$ cat src/sv/servo_sweep_pwm_stepper_macros.svh
// ----------------------------------------------------------------------------
// Servo sweep stepper assertion macros
// Shared concurrent assertion forms, clocked on clk and disabled in reset.
// ----------------------------------------------------------------------------
`ifndef SERVO_SWEEP_PWM_STEPPER_MACROS_SVH
`define SERVO_SWEEP_PWM_STEPPER_MACROS_SVH

// The consequent must hold in the same cycle as the antecedent.
`define SSPWM_ASSERT_SAME(lbl, ante, cons, msg) \
  lbl: assert property (@(posedge clk) disable iff (!rst_n) (ante) |-> (cons)) \
    else $error(msg);

// The consequent must hold in the cycle after the antecedent.
`define SSPWM_ASSERT_NEXT(lbl, ante, cons, msg) \
  lbl: assert property (@(posedge clk) disable iff (!rst_n) (ante) |=> (cons)) \
    else $error(msg);

`endif

$ cat src/sv/sspwm_pkg.sv
`timescale 1ns / 1ps
// ----------------------------------------------------------------------------
// Servo sweep stepper package
// Shared types, codes and constants of the servo ramp and duty generator.
// ----------------------------------------------------------------------------
package sspwm_pkg;

  localparam int unsigned DUTY_BITS_DEF = 16;
  localparam int unsigned CFG_IDX_W     = 2;
  localparam int unsigned PERIOD_W      = 20;

  localparam logic [7:0]  ANGLE_MAX    = 8'd180;
  localparam logic [15:0] MIN_INTERVAL = 16'd10;
  localparam int unsigned US_PER_S     = 1000000;

  // Division by 180 is a shift right by two and a multiply by the rounded-up
  // reciprocal of 45, exact for every product of an angle and a 16-bit span.
  localparam logic [22:0] ANGLE_RECIP    = 23'd5965233;
  localparam int unsigned ANGLE_RECIP_SH = 28;

  localparam logic [15:0] RST_MIN_PULSE = 16'd500;
  localparam logic [15:0] RST_MAX_PULSE = 16'd2400;
  localparam logic [9:0]  RST_PWM_FREQ  = 10'd50;

  typedef enum logic [1:0] {
    KIND_MOVE_LAST = 2'd0,
    KIND_MOVE_FROM = 2'd1,
    KIND_WRITE     = 2'd2,
    KIND_TICK      = 2'd3
  } kind_t;

  typedef enum logic [CFG_IDX_W-1:0] {
    CFG_MIN_PULSE = 2'd0,
    CFG_MAX_PULSE = 2'd1,
    CFG_PWM_FREQ  = 2'd2
  } cfg_idx_t;

  typedef enum logic [2:0] {
    OP_PERIOD,
    OP_DUTY,
    OP_COUNT,
    OP_INTERVAL
  } div_op_t;

  typedef enum logic [3:0] {
    ST_IDLE,
    ST_DECODE,
    ST_PERIOD,
    ST_START_DUTY,
    ST_DUTY,
    ST_EMIT,
    ST_COUNT,
    ST_START_IVL,
    ST_INTERVAL
  } state_t;

  typedef struct packed {
    logic    load_in;
    logic    abort;
    logic    set_direct;
    logic    tick_count;
    logic    tick_step;
    logic    set_step;
    logic    div_start;
    div_op_t div_op;
    logic    div_cap;
    div_op_t cap_op;
    logic    commit;
    logic    emit;
  } ctrl_cmd_t;

  typedef struct packed {
    kind_t kind;
    logic  ramp_active;
    logic  cd_gt1;
    logic  same_angle;
    logic  short_move;
    logic  div_busy;
    logic  div_done;
    logic  out_free;
  } dp_status_t;

endpackage

$ cat src/sv/sspwm_ifs.sv
`timescale 1ns / 1ps
// ----------------------------------------------------------------------------
// Servo sweep stepper channels
// Request and result channels with valid and ready handshake.
// ----------------------------------------------------------------------------
interface sspwm_in_if;
  logic        valid;
  logic        ready;
  logic [1:0]  kind;
  logic [7:0]  start_angle;
  logic [7:0]  target_angle;
  logic [15:0] move_ms;
  logic [7:0]  step_degrees;

  modport source (
    output valid, kind, start_angle, target_angle, move_ms, step_degrees,
    input  ready
  );
  modport sink (
    input  valid, kind, start_angle, target_angle, move_ms, step_degrees,
    output ready
  );
endinterface

interface sspwm_out_if;
  logic        valid;
  logic        ready;
  logic [15:0] duty;
  logic [15:0] pulse_us;
  logic [7:0]  angle_out;
  logic        moving;
  logic        move_done;

  modport source (
    output valid, duty, pulse_us, angle_out, moving, move_done,
    input  ready
  );
  modport sink (
    input  valid, duty, pulse_us, angle_out, moving, move_done,
    output ready
  );
endinterface

$ cat src/sv/sspwm_div.sv
`timescale 1ns / 1ps
// ----------------------------------------------------------------------------
// Servo sweep stepper divider
// Radix-2 restoring divider, one quotient bit per cycle.
// ----------------------------------------------------------------------------
module sspwm_div #(
  parameter int unsigned W = 32
) (
  input  logic         clk,
  input  logic         rst_n,
  input  logic         start,
  input  logic [W-1:0] dividend,
  input  logic [W-1:0] divisor,
  output logic         busy,
  output logic         done,
  output logic [W-1:0] quotient
);

  localparam int unsigned CW = $clog2(W);

  logic [W-1:0]  rem_r;
  logic [W-1:0]  quo_r;
  logic [W-1:0]  dsr_r;
  logic [CW-1:0] cnt_r;
  logic          busy_r;
  logic          done_r;

  logic [W:0]    trial;
  logic [W:0]    diff;
  logic          ge;

  assign trial = {rem_r, quo_r[W-1]};
  assign diff  = trial - {1'b0, dsr_r};
  assign ge    = trial >= {1'b0, dsr_r};

  always_ff @(posedge clk) begin
    if (!rst_n) begin
      busy_r <= 1'b0;
      done_r <= 1'b0;
      cnt_r  <= '0;
    end else begin
      done_r <= 1'b0;
      if (start && !busy_r) begin
        busy_r <= 1'b1;
        cnt_r  <= '0;
      end else if (busy_r) begin
        cnt_r <= cnt_r + 1'b1;
        if (cnt_r == CW'(W - 1)) begin
          busy_r <= 1'b0;
          done_r <= 1'b1;
        end
      end
    end
  end

  always_ff @(posedge clk) begin
    if (start && !busy_r) begin
      rem_r <= '0;
      quo_r <= dividend;
      dsr_r <= divisor;
    end else if (busy_r) begin
      rem_r <= ge ? diff[W-1:0] : trial[W-1:0];
      quo_r <= {quo_r[W-2:0], ge};
    end
  end

  assign busy     = busy_r;
  assign done     = done_r;
  assign quotient = quo_r;

endmodule

$ cat src/sv/sspwm_ctrl.sv
`timescale 1ns / 1ps
// ----------------------------------------------------------------------------
// Servo sweep stepper controller
// Sequences request decode, the shared divider and the result hand-off.
// ----------------------------------------------------------------------------
`include "servo_sweep_pwm_stepper_macros.svh"

module sspwm_ctrl (
  input  logic                   clk,
  input  logic                   rst_n,
  input  logic                   in_valid,
  output logic                   in_ready,
  input  sspwm_pkg::dp_status_t  sts,
  output sspwm_pkg::ctrl_cmd_t   cmd
);

  sspwm_pkg::state_t state_r;
  sspwm_pkg::state_t state_nxt;

  always_ff @(posedge clk) begin
    if (!rst_n) begin
      state_r <= sspwm_pkg::ST_IDLE;
    end else begin
      state_r <= state_nxt;
    end
  end

  always_comb begin
    state_nxt = state_r;
    cmd       = '0;
    in_ready  = 1'b0;
    case (state_r)
      sspwm_pkg::ST_IDLE: begin
        in_ready = 1'b1;
        if (in_valid) begin
          cmd.load_in = 1'b1;
          state_nxt   = sspwm_pkg::ST_DECODE;
        end
      end
      sspwm_pkg::ST_DECODE: begin
        case (sts.kind)
          sspwm_pkg::KIND_WRITE: begin
            cmd.abort      = 1'b1;
            cmd.set_direct = 1'b1;
            cmd.div_start  = 1'b1;
            cmd.div_op     = sspwm_pkg::OP_PERIOD;
            state_nxt      = sspwm_pkg::ST_PERIOD;
          end
          sspwm_pkg::KIND_TICK: begin
            if (!sts.ramp_active) begin
              state_nxt = sspwm_pkg::ST_IDLE;
            end else if (sts.cd_gt1) begin
              cmd.tick_count = 1'b1;
              state_nxt      = sspwm_pkg::ST_IDLE;
            end else begin
              cmd.tick_step = 1'b1;
              cmd.div_start = 1'b1;
              cmd.div_op    = sspwm_pkg::OP_PERIOD;
              state_nxt     = sspwm_pkg::ST_PERIOD;
            end
          end
          default: begin
            cmd.abort = 1'b1;
            if (sts.same_angle) begin
              state_nxt = sspwm_pkg::ST_IDLE;
            end else begin
              cmd.set_step = 1'b1;
              if (sts.short_move) begin
                state_nxt = sspwm_pkg::ST_IDLE;
              end else begin
                cmd.div_start = 1'b1;
                cmd.div_op    = sspwm_pkg::OP_COUNT;
                state_nxt     = sspwm_pkg::ST_COUNT;
              end
            end
          end
        endcase
      end
      sspwm_pkg::ST_PERIOD: begin
        if (sts.div_done) begin
          cmd.div_cap = 1'b1;
          cmd.cap_op  = sspwm_pkg::OP_PERIOD;
          state_nxt   = sspwm_pkg::ST_START_DUTY;
        end
      end
      sspwm_pkg::ST_START_DUTY: begin
        cmd.div_start = 1'b1;
        cmd.div_op    = sspwm_pkg::OP_DUTY;
        state_nxt     = sspwm_pkg::ST_DUTY;
      end
      sspwm_pkg::ST_DUTY: begin
        if (sts.div_done) begin
          cmd.div_cap = 1'b1;
          cmd.cap_op  = sspwm_pkg::OP_DUTY;
          state_nxt   = sspwm_pkg::ST_EMIT;
        end
      end
      sspwm_pkg::ST_EMIT: begin
        if (sts.out_free) begin
          cmd.emit  = 1'b1;
          state_nxt = sspwm_pkg::ST_IDLE;
        end
      end
      sspwm_pkg::ST_COUNT: begin
        if (sts.div_done) begin
          cmd.div_cap = 1'b1;
          cmd.cap_op  = sspwm_pkg::OP_COUNT;
          state_nxt   = sspwm_pkg::ST_START_IVL;
        end
      end
      sspwm_pkg::ST_START_IVL: begin
        cmd.div_start = 1'b1;
        cmd.div_op    = sspwm_pkg::OP_INTERVAL;
        state_nxt     = sspwm_pkg::ST_INTERVAL;
      end
      sspwm_pkg::ST_INTERVAL: begin
        if (sts.div_done) begin
          cmd.commit = 1'b1;
          state_nxt  = sspwm_pkg::ST_IDLE;
        end
      end
      default: begin
        state_nxt = sspwm_pkg::ST_IDLE;
      end
    endcase
  end

  `SSPWM_ASSERT_SAME(a_start_free, cmd.div_start, !sts.div_busy, "Divide started while busy.")
  `SSPWM_ASSERT_SAME(a_cap_done, cmd.div_cap, sts.div_done, "Quotient taken before done.")
  `SSPWM_ASSERT_SAME(a_emit_free, cmd.emit, sts.out_free, "Result loaded over an unread one.")

endmodule

$ cat src/sv/sspwm_dp.sv
`timescale 1ns / 1ps
// ----------------------------------------------------------------------------
// Servo sweep stepper datapath
// Configuration, ramp state, divider operands and the result register.
// ----------------------------------------------------------------------------
`include "servo_sweep_pwm_stepper_macros.svh"

module sspwm_dp #(
  parameter int unsigned DUTY_BITS = sspwm_pkg::DUTY_BITS_DEF
) (
  input  logic                                clk,
  input  logic                                rst_n,
  input  logic                                cfg_we,
  input  logic [sspwm_pkg::CFG_IDX_W-1:0]     cfg_idx,
  input  logic [15:0]                         cfg_wdata,
  input  logic [1:0]                          in_kind,
  input  logic [7:0]                          in_start_angle,
  input  logic [7:0]                          in_target_angle,
  input  logic [15:0]                         in_move_ms,
  input  logic [7:0]                          in_step_degrees,
  input  sspwm_pkg::ctrl_cmd_t                cmd,
  output sspwm_pkg::dp_status_t               sts,
  sspwm_out_if.source                         out_ch
);

  localparam int unsigned DIVW = 16 + DUTY_BITS;
  localparam logic [DIVW-1:0] FULL = DIVW'((64'd1 << DUTY_BITS) - 64'd1);

  logic [15:0]           min_r;
  logic [15:0]           max_r;
  logic [9:0]            freq_r;

  sspwm_pkg::kind_t      kind_r;
  logic [7:0]            start_r;
  logic [7:0]            target_r;
  logic [15:0]           ms_r;
  logic [7:0]            stepin_r;

  logic [7:0]            cur_r;
  logic [7:0]            origin_r;
  logic [7:0]            rtarget_r;
  logic [7:0]            stepsz_r;
  logic                  dir_r;
  logic [7:0]            total_r;
  logic [7:0]            idx_r;
  logic [15:0]           reload_r;
  logic [15:0]           cd_r;
  logic                  active_r;

  logic [7:0]            sel_angle_r;
  logic                  moving_r;
  logic                  fin_r;
  logic [sspwm_pkg::PERIOD_W-1:0] period_r;
  logic [15:0]           pulse_r;
  logic [DUTY_BITS-1:0]  duty_r;
  logic [7:0]            count_r;
  logic [23:0]           pulse_prod_r;

  logic                  out_valid_r;
  logic [15:0]           out_duty_r;
  logic [15:0]           out_pulse_r;
  logic [7:0]            out_angle_r;
  logic                  out_moving_r;
  logic                  out_done_r;

  logic [7:0]            tgt_sat;
  logic [7:0]            start_sat;
  logic [7:0]            mv_start;
  logic [7:0]            step_eff;
  logic [7:0]            distance;
  logic [15:0]           hi;
  logic [15:0]           span;
  logic [9:0]            freq_eff;
  logic [23:0]           pulse_prod;
  logic [44:0]           pulse_mul;
  logic [15:0]           pulse_quo;
  logic [7:0]            idx_inc;
  logic                  step_last;
  logic [15:0]           pos;
  logic [15:0]           up_sum;
  logic [7:0]            up_sat;
  logic [7:0]            down_ang;
  logic [7:0]            step_angle;
  logic [15:0]           ivl;

  logic [DIVW-1:0]       div_dd;
  logic [DIVW-1:0]       div_dv;
  logic [DIVW-1:0]       div_q;
  logic                  div_busy;
  logic                  div_done;

  assign tgt_sat   = (target_r > sspwm_pkg::ANGLE_MAX) ? sspwm_pkg::ANGLE_MAX : target_r;
  assign start_sat = (start_r > sspwm_pkg::ANGLE_MAX) ? sspwm_pkg::ANGLE_MAX : start_r;
  assign mv_start  = (kind_r == sspwm_pkg::KIND_MOVE_FROM) ? start_sat : cur_r;
  assign step_eff  = (stepin_r == 8'd0) ? 8'd1 : stepin_r;
  assign distance  = (mv_start > tgt_sat) ? (mv_start - tgt_sat) : (tgt_sat - mv_start);

  assign hi         = (max_r < min_r) ? min_r : max_r;
  assign span       = hi - min_r;
  assign freq_eff   = (freq_r == 10'd0) ? 10'd1 : freq_r;
  assign pulse_prod = 24'(sel_angle_r) * 24'(span);
  assign pulse_mul  = 45'(pulse_prod_r[23:2]) * 45'(sspwm_pkg::ANGLE_RECIP);
  assign pulse_quo  = 16'(pulse_mul >> sspwm_pkg::ANGLE_RECIP_SH);

  assign idx_inc    = idx_r + 8'd1;
  assign step_last  = idx_inc >= total_r;
  assign pos        = 16'(idx_inc) * 16'(stepsz_r);
  assign up_sum     = 16'(origin_r) + pos;
  assign up_sat     = (up_sum > 16'(sspwm_pkg::ANGLE_MAX)) ? sspwm_pkg::ANGLE_MAX
                                                           : up_sum[7:0];
  assign down_ang   = (pos > 16'(origin_r)) ? 8'd0 : (origin_r - pos[7:0]);
  assign step_angle = step_last ? rtarget_r : (dir_r ? up_sat : down_ang);

  assign ivl = (div_q[15:0] < sspwm_pkg::MIN_INTERVAL) ? sspwm_pkg::MIN_INTERVAL
                                                      : div_q[15:0];

  always_comb begin
    div_dd = '0;
    div_dv = '0;
    case (cmd.div_op)
      sspwm_pkg::OP_PERIOD: begin
        div_dd = DIVW'(sspwm_pkg::US_PER_S);
        div_dv = DIVW'(freq_eff);
      end
      sspwm_pkg::OP_DUTY: begin
        div_dd = {pulse_r, {DUTY_BITS{1'b0}}} - DIVW'(pulse_r);
        div_dv = DIVW'(period_r);
      end
      sspwm_pkg::OP_COUNT: begin
        div_dd = DIVW'(distance);
        div_dv = DIVW'(step_eff);
      end
      sspwm_pkg::OP_INTERVAL: begin
        div_dd = DIVW'(ms_r);
        div_dv = DIVW'(count_r);
      end
      default: begin
        div_dd = '0;
        div_dv = '0;
      end
    endcase
  end

  sspwm_div #(
    .W (DIVW)
  ) u_div (
    .clk      (clk),
    .rst_n    (rst_n),
    .start    (cmd.div_start),
    .dividend (div_dd),
    .divisor  (div_dv),
    .busy     (div_busy),
    .done     (div_done),
    .quotient (div_q)
  );

  always_ff @(posedge clk) begin
    if (!rst_n) begin
      min_r       <= sspwm_pkg::RST_MIN_PULSE;
      max_r       <= sspwm_pkg::RST_MAX_PULSE;
      freq_r      <= sspwm_pkg::RST_PWM_FREQ;
      cur_r       <= '0;
      origin_r    <= '0;
      rtarget_r   <= '0;
      stepsz_r    <= 8'd1;
      dir_r       <= 1'b0;
      total_r     <= '0;
      idx_r       <= '0;
      reload_r    <= sspwm_pkg::MIN_INTERVAL;
      cd_r        <= '0;
      active_r    <= 1'b0;
      out_valid_r <= 1'b0;
    end else begin
      if (cfg_we) begin
        case (cfg_idx)
          sspwm_pkg::CFG_MIN_PULSE: min_r  <= cfg_wdata;
          sspwm_pkg::CFG_MAX_PULSE: max_r  <= cfg_wdata;
          sspwm_pkg::CFG_PWM_FREQ:  freq_r <= cfg_wdata[9:0];
          default: ;
        endcase
      end
      if (cmd.abort) begin
        active_r <= 1'b0;
      end
      if (cmd.set_step) begin
        stepsz_r <= step_eff;
      end
      if (cmd.tick_count) begin
        cd_r <= cd_r - 16'd1;
      end
      if (cmd.tick_step) begin
        idx_r <= idx_inc;
        if (step_last) begin
          active_r <= 1'b0;
        end else begin
          cd_r <= reload_r;
        end
      end
      if (cmd.commit) begin
        origin_r  <= mv_start;
        rtarget_r <= tgt_sat;
        dir_r     <= tgt_sat > mv_start;
        total_r   <= count_r;
        idx_r     <= '0;
        reload_r  <= ivl;
        cd_r      <= ivl;
        active_r  <= 1'b1;
      end
      if (cmd.emit) begin
        cur_r       <= sel_angle_r;
        out_valid_r <= 1'b1;
      end else if (out_ch.ready) begin
        out_valid_r <= 1'b0;
      end
    end
  end

  always_ff @(posedge clk) begin
    pulse_prod_r <= pulse_prod;
    if (cmd.load_in) begin
      kind_r   <= sspwm_pkg::kind_t'(in_kind);
      start_r  <= in_start_angle;
      target_r <= in_target_angle;
      ms_r     <= in_move_ms;
      stepin_r <= in_step_degrees;
    end
    if (cmd.set_direct) begin
      sel_angle_r <= tgt_sat;
      moving_r    <= 1'b0;
      fin_r       <= 1'b0;
    end
    if (cmd.tick_step) begin
      sel_angle_r <= step_angle;
      moving_r    <= !step_last;
      fin_r       <= step_last;
    end
    if (cmd.div_cap) begin
      case (cmd.cap_op)
        sspwm_pkg::OP_PERIOD: begin
          period_r <= div_q[sspwm_pkg::PERIOD_W-1:0];
          pulse_r  <= pulse_quo + min_r;
        end
        sspwm_pkg::OP_DUTY:   duty_r   <= (div_q > FULL) ? FULL[DUTY_BITS-1:0]
                                                         : div_q[DUTY_BITS-1:0];
        sspwm_pkg::OP_COUNT:  count_r  <= div_q[7:0];
        default: ;
      endcase
    end
    if (cmd.emit) begin
      out_duty_r   <= 16'(duty_r);
      out_pulse_r  <= pulse_r;
      out_angle_r  <= sel_angle_r;
      out_moving_r <= moving_r;
      out_done_r   <= fin_r;
    end
  end

  assign sts.kind        = kind_r;
  assign sts.ramp_active = active_r;
  assign sts.cd_gt1      = cd_r > 16'd1;
  assign sts.same_angle  = mv_start == tgt_sat;
  assign sts.short_move  = distance <= step_eff;
  assign sts.div_busy    = div_busy;
  assign sts.div_done    = div_done;
  assign sts.out_free    = !out_valid_r || out_ch.ready;

  assign out_ch.valid     = out_valid_r;
  assign out_ch.duty      = out_duty_r;
  assign out_ch.pulse_us  = out_pulse_r;
  assign out_ch.angle_out = out_angle_r;
  assign out_ch.moving    = out_moving_r;
  assign out_ch.move_done = out_done_r;

  `SSPWM_ASSERT_SAME(a_ramp_idx, active_r, idx_r < total_r, "Ramp index past its step count.")
  `SSPWM_ASSERT_SAME(a_reload_min, 1'b1, reload_r >= sspwm_pkg::MIN_INTERVAL, "Interval below floor.")
  `SSPWM_ASSERT_SAME(a_out_angle, out_valid_r, out_angle_r <= sspwm_pkg::ANGLE_MAX, "Angle out of range.")
  `SSPWM_ASSERT_NEXT(a_emit_shows, cmd.emit, out_valid_r && cur_r == out_angle_r, "Result not shown.")

endmodule

$ cat src/sv/servo_sweep_pwm_stepper.sv
`timescale 1ns / 1ps
// ----------------------------------------------------------------------------
// Servo sweep PWM stepper
// Servo angle ramp generator that turns each written angle into a pulse
// width and a PWM duty value.
//
// Channel | Direction | Carries
// in_ch   | sink      | kind, start_angle, target_angle, move_ms, step_degrees
// out_ch  | source    | duty, pulse_us, angle_out, moving, move_done
// cfg     | write     | cfg_we, cfg_idx, cfg_wdata (min, max pulse, frequency)
//
// A direct write or a tick that steps the ramp runs two passes of the shared
// radix-2 divider, period then duty; a move that starts a ramp runs two, step
// count then interval. Other requests use no divider. Reset is synchronous and
// loads the default settings, clears the ramp state and the result valid flag.
// A result register lets the next request in while a result waits; a second
// result holds in the controller until the first one is taken.
// ----------------------------------------------------------------------------
module servo_sweep_pwm_stepper #(
  parameter int unsigned DUTY_BITS = sspwm_pkg::DUTY_BITS_DEF
) (
  input  logic                            clk,
  input  logic                            rst_n,
  sspwm_in_if.sink                        in_ch,
  sspwm_out_if.source                     out_ch,
  input  logic                            cfg_we,
  input  logic [sspwm_pkg::CFG_IDX_W-1:0] cfg_idx,
  input  logic [15:0]                     cfg_wdata
);

  sspwm_pkg::ctrl_cmd_t  cmd;
  sspwm_pkg::dp_status_t sts;
  logic                  in_ready;

  assign in_ch.ready = in_ready;

  sspwm_ctrl u_ctrl (
    .clk      (clk),
    .rst_n    (rst_n),
    .in_valid (in_ch.valid),
    .in_ready (in_ready),
    .sts      (sts),
    .cmd      (cmd)
  );

  sspwm_dp #(
    .DUTY_BITS (DUTY_BITS)
  ) u_dp (
    .clk             (clk),
    .rst_n           (rst_n),
    .cfg_we          (cfg_we),
    .cfg_idx         (cfg_idx),
    .cfg_wdata       (cfg_wdata),
    .in_kind         (in_ch.kind),
    .in_start_angle  (in_ch.start_angle),
    .in_target_angle (in_ch.target_angle),
    .in_move_ms      (in_ch.move_ms),
    .in_step_degrees (in_ch.step_degrees),
    .cmd             (cmd),
    .sts             (sts),
    .out_ch          (out_ch)
  );

endmodule

$ cat src/flat_wrapper.sv
// flat-port wrapper written by rule: the top's interface ports become plain ports
module servo_sweep_pwm_stepper_flat 
#(
  parameter int unsigned DUTY_BITS = sspwm_pkg::DUTY_BITS_DEF
)
  (clk, rst_n, cfg_we, cfg_idx, cfg_wdata, in_ch_valid, in_ch_kind, in_ch_start_angle, in_ch_target_angle, in_ch_move_ms, in_ch_step_degrees, in_ch_ready, out_ch_valid, out_ch_duty, out_ch_pulse_us, out_ch_angle_out, out_ch_moving, out_ch_move_done, out_ch_ready);
  sspwm_in_if in_ch_i ();
  sspwm_out_if out_ch_i ();
  input  logic clk;
  input  logic rst_n;
  input  logic cfg_we;
  input  logic [sspwm_pkg::CFG_IDX_W-1:0] cfg_idx;
  input  logic [15:0] cfg_wdata;
  input wire logic [$bits(in_ch_i.valid)-1:0] in_ch_valid;
  input wire logic [$bits(in_ch_i.kind)-1:0] in_ch_kind;
  input wire logic [$bits(in_ch_i.start_angle)-1:0] in_ch_start_angle;
  input wire logic [$bits(in_ch_i.target_angle)-1:0] in_ch_target_angle;
  input wire logic [$bits(in_ch_i.move_ms)-1:0] in_ch_move_ms;
  input wire logic [$bits(in_ch_i.step_degrees)-1:0] in_ch_step_degrees;
  output wire logic [$bits(in_ch_i.ready)-1:0] in_ch_ready;
  output wire logic [$bits(out_ch_i.valid)-1:0] out_ch_valid;
  output wire logic [$bits(out_ch_i.duty)-1:0] out_ch_duty;
  output wire logic [$bits(out_ch_i.pulse_us)-1:0] out_ch_pulse_us;
  output wire logic [$bits(out_ch_i.angle_out)-1:0] out_ch_angle_out;
  output wire logic [$bits(out_ch_i.moving)-1:0] out_ch_moving;
  output wire logic [$bits(out_ch_i.move_done)-1:0] out_ch_move_done;
  input wire logic [$bits(out_ch_i.ready)-1:0] out_ch_ready;
  assign in_ch_i.valid = in_ch_valid;
  assign in_ch_i.kind = in_ch_kind;
  assign in_ch_i.start_angle = in_ch_start_angle;
  assign in_ch_i.target_angle = in_ch_target_angle;
  assign in_ch_i.move_ms = in_ch_move_ms;
  assign in_ch_i.step_degrees = in_ch_step_degrees;
  assign in_ch_ready = in_ch_i.ready;
  assign out_ch_valid = out_ch_i.valid;
  assign out_ch_duty = out_ch_i.duty;
  assign out_ch_pulse_us = out_ch_i.pulse_us;
  assign out_ch_angle_out = out_ch_i.angle_out;
  assign out_ch_moving = out_ch_i.moving;
  assign out_ch_move_done = out_ch_i.move_done;
  assign out_ch_i.ready = out_ch_ready;
  servo_sweep_pwm_stepper #(.DUTY_BITS(DUTY_BITS)) u_core (.clk(clk), .rst_n(rst_n), .in_ch(in_ch_i), .out_ch(out_ch_i), .cfg_we(cfg_we), .cfg_idx(cfg_idx), .cfg_wdata(cfg_wdata));
endmodule
$ cat config.mk
export PLATFORM = sky130hd
export DESIGN_NAME = servo_sweep_pwm_stepper_flat
export DESIGN_NICKNAME = d
export VERILOG_FILES = /design/src/sv/sspwm_pkg.sv /design/src/sv/sspwm_ifs.sv /design/src/sv/sspwm_div.sv /design/src/sv/sspwm_ctrl.sv /design/src/sv/sspwm_dp.sv /design/src/sv/servo_sweep_pwm_stepper.sv /design/src/flat_wrapper.sv
export VERILOG_INCLUDE_DIRS = /design/src /design/src/sv
export SDC_FILE = /design/constraint.sdc
export NUM_CORES = 2
export LEC_CHECK = 0
export BUFFER_PORTS_ARGS = -buffer_cell sky130_fd_sc_hd__buf_2
export CORE_UTILIZATION = 53
export CTS_CLUSTER_DIAMETER = 60
export CTS_CLUSTER_SIZE = 8
export DETAILED_ROUTE_END_ITERATION = 8
export MAX_ROUTING_LAYER = met4
export PLACE_DENSITY = 0.7
export SLEW_MARGIN = 20
export SYNTH_ARGS = -nofsm -noshare
export SYNTH_HDL_FRONTEND = slang
export SYNTH_HIERARCHICAL = 1
export SYNTH_SLANG_ARGS = --single-unit
$ cat constraint.sdc
create_clock -name clk -period 11.6 [get_ports clk]
set_input_delay 2.32 -clock clk [delete_from_list [all_inputs] [get_ports clk]]
set_output_delay 2.32 -clock clk [all_outputs]
set_load 0.005 [all_outputs]
==> flow_metrics.py <==
metrics = {
    "status": {
        "status": "completed",
    },
    "timing": {
        "setup_violations": 0,
        "period_needed_ns": 9.361,
        "tightest_slew_ns": 1.050,
        "drv_slew": 0,
        "clock.fmax_mhz": 106.8,
        "clock-skew-final_ns": 0.03391,
        "fin_crit_sh": 0.8070,
        "fin_setup_tns_ns": 0,
        "rsz0062_at_grt": "no",
        "slew_headroom": 0.2958,
        "finalHoldViolations": 0,
    },
    "clocking": {
        "cts_tree": "built",
        "root_buffer": "clkbuf_16",
        "path_clk_slew_ns": 0.05,
        "cts_buffer_depth": 3,
        "clk_latency_ns": 0.63,
        "cts_setup_buffers": 0,
        "cts_hold_buf": 0,
        "post_cts_resized": 0,
        "htree_levels": 2,
        "cts_buffers": 61,
        "cts.sink_count": 408,
    },
    "route": {
        "drt_pass1_iterations": 6,
        "initialDrtViolationCount": 1703,
        "antenna_left": 0,
        "drc": 0,
        "wl_per_cell_um": 18.37,
        "dr_total_vias": 24970,
        "routed_wl_mm": 82.99,
        "avgViaCountPerCell": 5.525,
    },
    "yosys": {
        "netlist_area_mm2": 0.03427,
        "synth.avg_cell_area_um2": 9.762,
        "yosys_warnings": 6,
        "syn_inst": 3511,
    },
    "die": {
        "initial_core_util": 0.5404,
        "die-area_mm2": 0.06569,
        "rows": 92,
        "coreArea_mm2": 0.06343,
        "pin_count": 109,
        "die_y_um": 256.3,
        "die_w_um": 256.3,
    },
    "global_route": {
        "grt_max_degree": 84,
        "grt_overflow": 0,
        "grt_pass1_wl_mm": 133.3,
        "antenna_found_initial": 13,
        "grt_use_total": 0.2622,
        "grt_pass1_vias": 24740,
    },
    "critical_path": {
        "startpoint_type": "register",
        "critPathBufInv": 5,
        "path_common_cell": "a21oi_1",
        "cp.arrival_ns": 9.92,
        "cpPeakStageDelay_ns": 0.54,
        "cp.required_ns": 12.16,
        "cpMaxStageDelayCell": "fa_1",
        "crit_type": "reg -> reg",
        "endpoint_kind": "register",
        "crit_family": "compound AO/OA/AOI/OAI gates",
        "worstPathMaxFanout": 15,
    },
    "min_path": {
        "hold_path_class": "reg -> reg",
    },
    "finish": {
        "nets": 4327,
        "fillers": 5480,
        "final_util": 0.5925,
        "syn_to_final_growth_pct": 9.656,
        "drive_gt1_frac": 0.09128,
    },
    "run": {
        "cap_violations": 0,
    },
    "placement": {
        "gp_congestion": 0.9296,
        "dp_hpwl_mm": 64.75,
        "io_buffers": 108,
    },
}
[sequential cells by signal, indices dropped and copies added (netlist names), 20 cells and up]
signal and flops:
u_core/u_dp/period_r 20, u_core/u_dp/pulse_prod_r 22, u_core/u_dp/u_div/dsr_r 32, u_core/u_dp/u_div/quotient 32, u_core/u_dp/u_div/rem_r 32
[routing by layer]
layer,vias to the layer above,share of wire,global-route usage
met1,12060,0.46,0.3580
met3,110,0.061,0.03727
met2,644,0.45,0.4094
li1,12160,-,-
met4,0,0.023,0.06786
met5,-,0,-
[layout make-up]
type                            count  area, um^2  share of cell area
Antenna cell                       14       35.03           0.0009322
Clock buffer                      105        1734             0.04614
Clock inverter                      8       130.1            0.003462
Inverter                          510        1914             0.05094
Multi-Input combinational cell   2497       21640              0.5759
Sequential cell                   408       10350              0.2754
Tap cell                          846        1059             0.02817
Timing Repair Buffer              131       716.9             0.01908
[worst reg2reg max path: cells and delay by family, from the launching register on]
kind	cells	cell delay (ns)
AOI/OAI and AO/OA	20	3.73
xor gates and xnor gates	2	0.60
adders and majority gates	8	3.16
buffers and inverters	5	0.53
DFF	1	0.43
muxes	1	0.25
and+or+nand+nor	3	0.62
[cell usage in the layout, fill, tap and decap left out, types with 49 or more instances in the layout]
master	count
a21o_1	54
a21oi_1	201
and2_1	140
buf_2	108
clkbuf_16	63
dfxtp_1	189
edfxtp_1	218
fa_1	255
ha_1	398
inv_1	507
mux2_2	51
mux2i_1	49
nand2_1	293
nand3_1	72
nor2_1	159
nor2b_1	63
o21ai_0	88
xnor2_1	94
xor2_1	58
[through the flow]
| stage | hold WS, ns | area (um^2) | cells | setup WS (ns) |
|---|---|---|---|---|
| finish | 0.4101 | 37580 | 4519 | 2.239 |
| global route | 0.4092 | 37570 | 4516 | 1.448 |
| CTS | 0.4102 | 37540 | 4504 | 2.269 |
| detailed placement | 0.4054 | 35670 | 4391 | 2.280 |
| global placement | 0.4011 | 35670 | 4391 | 2.473 |
| floorplan | 0.4003 | 34320 | 3523 | 2.731 |
[path summary, 6_finish.rpt]
| kind | start | end | slack, ns | depth (start not counted) |
|---|---|---|---|---|
| setup / recovery | u_core/u_dp/min_r[1] | u_core/u_dp/pulse_prod_r[23] | 2.24 | 39 |
| hold / removal | u_core/u_dp/duty_r[3] | u_core/u_dp/out_ch.duty[3] | 0.41 | 0 |
| setup reg to reg | u_core/u_dp/min_r[1] | u_core/u_dp/pulse_prod_r[23] | 2.24 | 39 |
| hold reg to reg | u_core/u_dp/duty_r[3] | u_core/u_dp/out_ch.duty[3] | 0.41 | 0 |
Power is left out: the tool's default activity adds up to more than one toggle a clock period on the data nets, which glitch-free logic cannot reach.
